<file path="src/rtl/bdc_pkg.sv">
// ----------------------------------------------------------------------------
// Bezier evaluator package
// Shared widths, point type, pipeline tag and controller states.
// ----------------------------------------------------------------------------
package bdc_pkg;

  // Store geometry and number formats.
  localparam int MAX_POINTS = 16;
  localparam int IDX_W      = $clog2(MAX_POINTS);
  localparam int CNT_W      = 5;
  localparam int COORD_W    = 32;
  localparam int T_W        = 17;
  localparam int FRAC_W     = 16;
  localparam logic [T_W-1:0] T_ONE = T_W'(1) << FRAC_W;

  // Stream payload widths, rounded up to whole bytes.
  localparam int IN_FIELDS_W = IDX_W + 3 * COORD_W + T_W;
  localparam int IN_DATA_W   = ((IN_FIELDS_W + 7) / 8) * 8;
  localparam int OUT_DATA_W  = 3 * COORD_W;

  // A level does not end before its cycle counter reaches this value, so that
  // the next level never reads an entry before its write-back has landed.
  localparam logic [IDX_W-1:0] LVL_MIN_LAST = IDX_W'(4);

  // One control point or one working-row entry.
  typedef struct packed {
    logic signed [COORD_W-1:0] x;
    logic signed [COORD_W-1:0] y;
    logic signed [COORD_W-1:0] z;
  } point_t;

  // Bookkeeping that travels with a lerp through the datapath.
  typedef struct packed {
    logic             valid;
    logic             fin;
    logic [IDX_W-1:0] widx;
  } lerp_tag_t;

  // Controller states.
  typedef enum logic [2:0] {
    ST_IDLE = 3'b001,
    ST_RUN  = 3'b010,
    ST_WAIT = 3'b100
  } state_t;

endpackage

</file>
<file path="src/rtl/bdc_lerp3.sv">
// ----------------------------------------------------------------------------
// Three-lane lerp datapath
// Computes p0 + floor((p1 - p0) * t / 2^16) for x, y and z: the difference
// and the product are registered, and the sum is combinational off the product.
// ----------------------------------------------------------------------------
module bdc_lerp3
  import bdc_pkg::*;
(
  input  logic             clk,
  input  logic             rst,
  input  logic [T_W-1:0]   t,
  input  lerp_tag_t        in_tag,
  input  point_t           p0,
  input  point_t           p1,
  output lerp_tag_t        out_tag,
  output point_t           out_pt
);

  localparam int DIFF_W = COORD_W + 1;
  localparam int PROD_W = DIFF_W + T_W + 1;

  logic signed [COORD_W-1:0] p0_c   [3];
  logic signed [COORD_W-1:0] p1_c   [3];
  logic signed [DIFF_W-1:0]  a_d    [3];
  logic signed [COORD_W-1:0] a_p0   [3];
  logic signed [PROD_W-1:0]  b_prod [3];
  logic signed [COORD_W-1:0] b_p0   [3];
  logic signed [COORD_W-1:0] sum_c  [3];
  logic signed [T_W:0]       t_s;
  lerp_tag_t                 a_tag;
  lerp_tag_t                 b_tag;

  // Split the points into lanes.
  assign p0_c[0] = p0.x;
  assign p0_c[1] = p0.y;
  assign p0_c[2] = p0.z;
  assign p1_c[0] = p1.x;
  assign p1_c[1] = p1.y;
  assign p1_c[2] = p1.z;
  assign t_s     = $signed({1'b0, t});

  // Tag pipeline; only the valid bits need a reset.
  always_ff @(posedge clk) begin
    if (rst) begin
      a_tag.valid <= 1'b0;
      b_tag.valid <= 1'b0;
    end else begin
      a_tag.valid <= in_tag.valid;
      b_tag.valid <= a_tag.valid;
    end
    a_tag.fin  <= in_tag.fin;
    a_tag.widx <= in_tag.widx;
    b_tag.fin  <= a_tag.fin;
    b_tag.widx <= a_tag.widx;
  end

  // Per-lane difference, product and sum.
  for (genvar k = 0; k < 3; k++) begin : g_lane
    always_ff @(posedge clk) begin
      a_d[k]    <= DIFF_W'(p1_c[k]) - DIFF_W'(p0_c[k]);
      a_p0[k]   <= p0_c[k];
      b_prod[k] <= PROD_W'(a_d[k]) * PROD_W'(t_s);
      b_p0[k]   <= a_p0[k];
    end
    // The exact result lies between p0 and p1, so the low word of the
    // shifted product is enough.
    assign sum_c[k] = b_p0[k] + b_prod[k][COORD_W+FRAC_W-1:FRAC_W];
  end

  assign out_tag  = b_tag;
  assign out_pt.x = sum_c[0];
  assign out_pt.y = sum_c[1];
  assign out_pt.z = sum_c[2];

endmodule

</file>
<file path="config.mk">
export PLATFORM = sky130hd
export DESIGN_NAME = bdc_lerp3
export DESIGN_NICKNAME = d
export VERILOG_FILES = /design/src/rtl/bdc_pkg.sv /design/src/rtl/bdc_lerp3.sv
export SDC_FILE = /design/constraint.sdc
export NUM_CORES = 2
export LEC_CHECK = 0
export BUFFER_PORTS_ARGS = -buffer_cell sky130_fd_sc_hd__buf_4
export CORE_ASPECT_RATIO = 1.2
export CORE_UTILIZATION = 35
export DETAILED_ROUTE_END_ITERATION = 8
export SYNTH_ARGS = -nofsm -noshare
export SYNTH_HDL_FRONTEND = slang
export SYNTH_SLANG_ARGS = --single-unit
</file>
<file path="constraint.sdc">
create_clock -name clk -period 6.5 [get_ports clk]
set_input_delay 0.65 -clock clk [delete_from_list [all_inputs] [get_ports clk]]
set_output_delay 0.65 -clock clk [all_outputs]
set_load 0.02 [all_outputs]
</file>
==> impl_metrics.json <==
{
  "critPathRequiredTime_ns": 7.04,
  "whs_ns": 0.0810,
  "fmax_ghz": 0.159,
  "num_rows": 181,
  "nets": 10841,
  "cts_max_level": 2,
  "gr-total-overflow": 0,
  "synth_cells": 7841,
  "startpoint": "a_d[0][41]",
  "synth_seq_cells": 399,
  "crit_fanout": 8,
  "grt_pass1_vias": 58409,
  "synth_edf_count": 0,
  "port_buffers": 318,
  "synth_cell_type_count": 88,
  "synth.area.top_cells": "fa_1, dfxtp_1, inv_1",
  "rsz0062_at_grt": "yes",
  "drc_errors": 0,
  "holdPathEnd": "a_p0[0][15]",
  "outcome": "completed",
  "reg2reg_to": "b_prod[0][87]",
  "worst_pin_slew_ns": 0.972,
  "min_from": "p0[79]",
  "grt_pass1_wl_um": 313000,
  "worst_path_max_delay_cell": "fa_1",
  "crit_buf_inv": 6,
  "relSlewSlack_pct": 34.3,
  "end_kind": "register",
  "numCtsBuffers": 47,
  "fin_crit_sh_pct": 96.8,
  "setup_viol": 0,
  "cp_cell_sequence": "buf_4 -> and2_1 -> fa_1 -> fa_1 -> fa_1 -> fa_1 -> fa_1 -> inv_1 -> fa_1 -> inv_1 -> ha_1 -> buf_4 -> nand4_1 -> nor2_1 -> nor2_1 -> o21a_1 -> buf_4 -> a31oi_1 -> buf_4 -> o2111ai_2 -> a21boi_2 -> o21a_1 -> nor2_1 -> xnor2_1",
  "grt_max_degree": 36,
  "period_needed_ns": 6.29,
  "gp_congestion": 0.895,
  "synth_common_cells": "inv_1, fa_1, and2_1",
  "synthDominantCellAreaShare_pct": 43.1,
  "cts-root-buf": "clkbuf_16",
  "reg2regPathDepth": 24,
  "crit_type": "reg -> reg",
  "cts_tree": "yes",
  "cp.arrival_ns": 6.83,
  "cpMostUsedCell": "fa_1",
  "drtIter0Drc": 2361,
  "final_antenna_net_count": 0,
  "synth_most_common_cell": "inv_1",
  "viasPerCell": 4.72,
  "finalClockSkew_ns": 0.0502,
  "yosys.area.top_type": "fa_1",
  "drv_cap": 0,
  "die-area_um2": 207000,
  "synth-async-reset-ratio_pct": 0,
  "ys_seq_area_share_pct": 11.1,
  "clk_latency_ns": 0.69,
  "cts_hold_buf": 0,
  "synth_fp_nets": 10125,
  "vias": 53114,
  "yosys_warnings": 0,
  "die_x_um": 416,
  "synth_area_per_cell_um2": 9.18,
  "clock-sinks": 399,
  "core_um2": 204000,
  "start_util_pct": 35.4,
  "hold_path_class": "in -> reg",
  "synth-main-ff-cell": "dfxtp_1",
  "clk_pin_slew_worst_paths_ns": 0.06,
  "slew_viol_final": 0,
  "reg2reg_from": "a_d[0][41]",
  "cts.path.max_buffers": 3,
  "fin_area_um2": 84200,
  "area_delta_synth_final_pct": 17.0,
  "track_usage_pct": 19.2,
  "die_h_um": 499,
  "critPathTopFamily": "adder cells",
  "io-pin-count": 319,
  "syn_area_um2": 72000,
  "antenna_found_initial": 3,
  "hold_violations": 0,
  "slowest_delay_ns": 0.57,
  "start_kind": "register",
  "hold_depth": 1,
  "drive_gt1_share_pct": 13.3,
  "post_dp_cell_area_um2": 82300,
  "drt_wl_total_um": 194000,
  "wl_per_cell_um": 17.3,
  "detailedPlacementHpwl_um": 167000,
  "r2r_setup_slack_ns": 0.21,
  "drtPass1Iterations": 6
}
[through the flow]
| step | std cells | setup slack [ns] | TNS (ns) | util (%) |
|---|---|---|---|---|
| 3_5_place_dp | 11158 | -0.662 | -20.70 | 40.4 |
| 2_1_floorplan | 7841 | -0.0246 | -0.0246 | - |
| 4_1_cts | 11246 | 0.00170 | 0 | 41.2 |
| 6_report | 11253 | 0.206 | 0 | 41.4 |
| 3_3_place_gp | 11158 | -0.607 | -18.73 | 40.4 |
| 5_1_grt | 11249 | -0.0329 | -0.0843 | 41.3 |
[sequential cells by signal, summed over array words and instances (netlist names)]
signal	flops
b_prod	96
a_d	99
out_tag	6
a_tag	6
a_p0	96
b_p0	96
[worst register-to-register path, cell delays in order, from the launching register on]
cell,delay [ns]
dfxtp_1,0.55
buf_4,0.21
and2_1,0.15
fa_1,0.46
fa_1,0.57
fa_1,0.44
fa_1,0.47
fa_1,0.50
inv_1,0.05
fa_1,0.51
inv_1,0.05
ha_1,0.29
buf_4,0.12
nand4_1,0.12
nor2_1,0.15
nor2_1,0.05
o21a_1,0.21
buf_4,0.15
a31oi_1,0.22
buf_4,0.19
o2111ai_2,0.16
a21boi_2,0.21
o21a_1,0.16
nor2_1,0.05
xnor2_1,0.12
[logic make-up (layout without fill, tap and decap cells)]
logic type	count (synthesis)	count (layout)	share of synthesized area (%)
XOR/XNOR	295	295	3.59
AO/OA/AOI/OAI	644	644	5.99
flip-flops	399	399	11.1
buffers and inverters	2236	2990	11.7
other	0	5	0
AND/OR/NAND/NOR	2199	2199	15.6
multiplexers	1	1	0.0139
adder cells (fa/ha/maj)	2067	2067	52.1
[cell type report]
| cell class | instances | area, um^2 |
|---|---|---|
| Clock inverter | 23 | 289 |
| Tap cell | 2653 | 3320 |
| Sequential cell | 399 | 8080 |
| Antenna cell | 5 | 12.5 |
| Fill cell | 19905 | 119000 |
| Multi-Input combinational cell | 5206 | 55800 |
| Clock buffer | 64 | 1350 |
| Timing Repair Buffer | 953 | 8050 |
| Inverter | 1950 | 7320 |
[cells in the final DEF (no fill, tap or decap), types with 7 or more instances in the layout]
cell / Yosys / final
o31a_1: 9 / 9
nand4_1: 19 / 19
a21boi_0: 8 / 7
or3_1: 12 / 12
xor2_1: 83 / 83
xnor2_1: 212 / 212
and3_1: 22 / 21
fa_1: 1548 / 1544
nand2b_1: 29 / 29
a211oi_1: 18 / 16
clkbuf_16: 0 / 47
nor3_1: 51 / 50
a21oi_1: 191 / 186
and2_1: 953 / 953
nor2_1: 173 / 173
o21ai_1: 24 / 25
o21bai_1: 23 / 23
dfxtp_2: 0 / 45
dfxtp_1: 399 / 345
clkinv_2: 0 / 7
clkbuf_8: 0 / 11
nand3_1: 41 / 41
o31ai_1: 9 / 9
o21a_1: 53 / 53
nor2b_1: 41 / 41
a21o_1: 106 / 106
a31oi_1: 23 / 22
o21ai_0: 81 / 78
nand2_1: 825 / 823
buf_12: 0 / 71
ha_1: 519 / 517
dfxtp_4: 0 / 9
o211ai_1: 15 / 15
buf_4: 0 / 879
inv_1: 1950 / 1949
[worst max path at each step]
| stage | end | slack (ns) | cells past startpoint |
|---|---|---|---|
| final | b_prod[0][87] | 0.21 | 24 |
| after detailed placement | b_prod[0][96] | -0.66 | 25 |
| after CTS | b_prod[0][149] | 0.002 | 21 |
| after floorplan | b_prod[0][149] | -0.02 | 24 |
| after global routing | b_prod[0][38] | -0.03 | 27 |
| after global placement | b_prod[0][98] | -0.61 | 25 |
[per-layer routing]
layer  share of wire [%]  wire, um  vias to the layer above  global-route usage (%)
li1                    -         -                    24458                       -
met1                  40     76800                    27162                    22.8
met2                  52    102000                     1158                    35.5
met3                 3.7      7120                      336                    1.68
met4                 4.4      8530                        0                    7.40
met5                   0         0                        -                       0
[what timing repair did]
item / CTS / global route
gates resized for setup: 16 / 84
setup buffers: 1 / 2
setup endpoints to repair: 12 / 43
pin swaps: 1 / 18
Power is not shown: default switching activity piles up to over one toggle a cycle in this logic, so the estimate is an artifact.
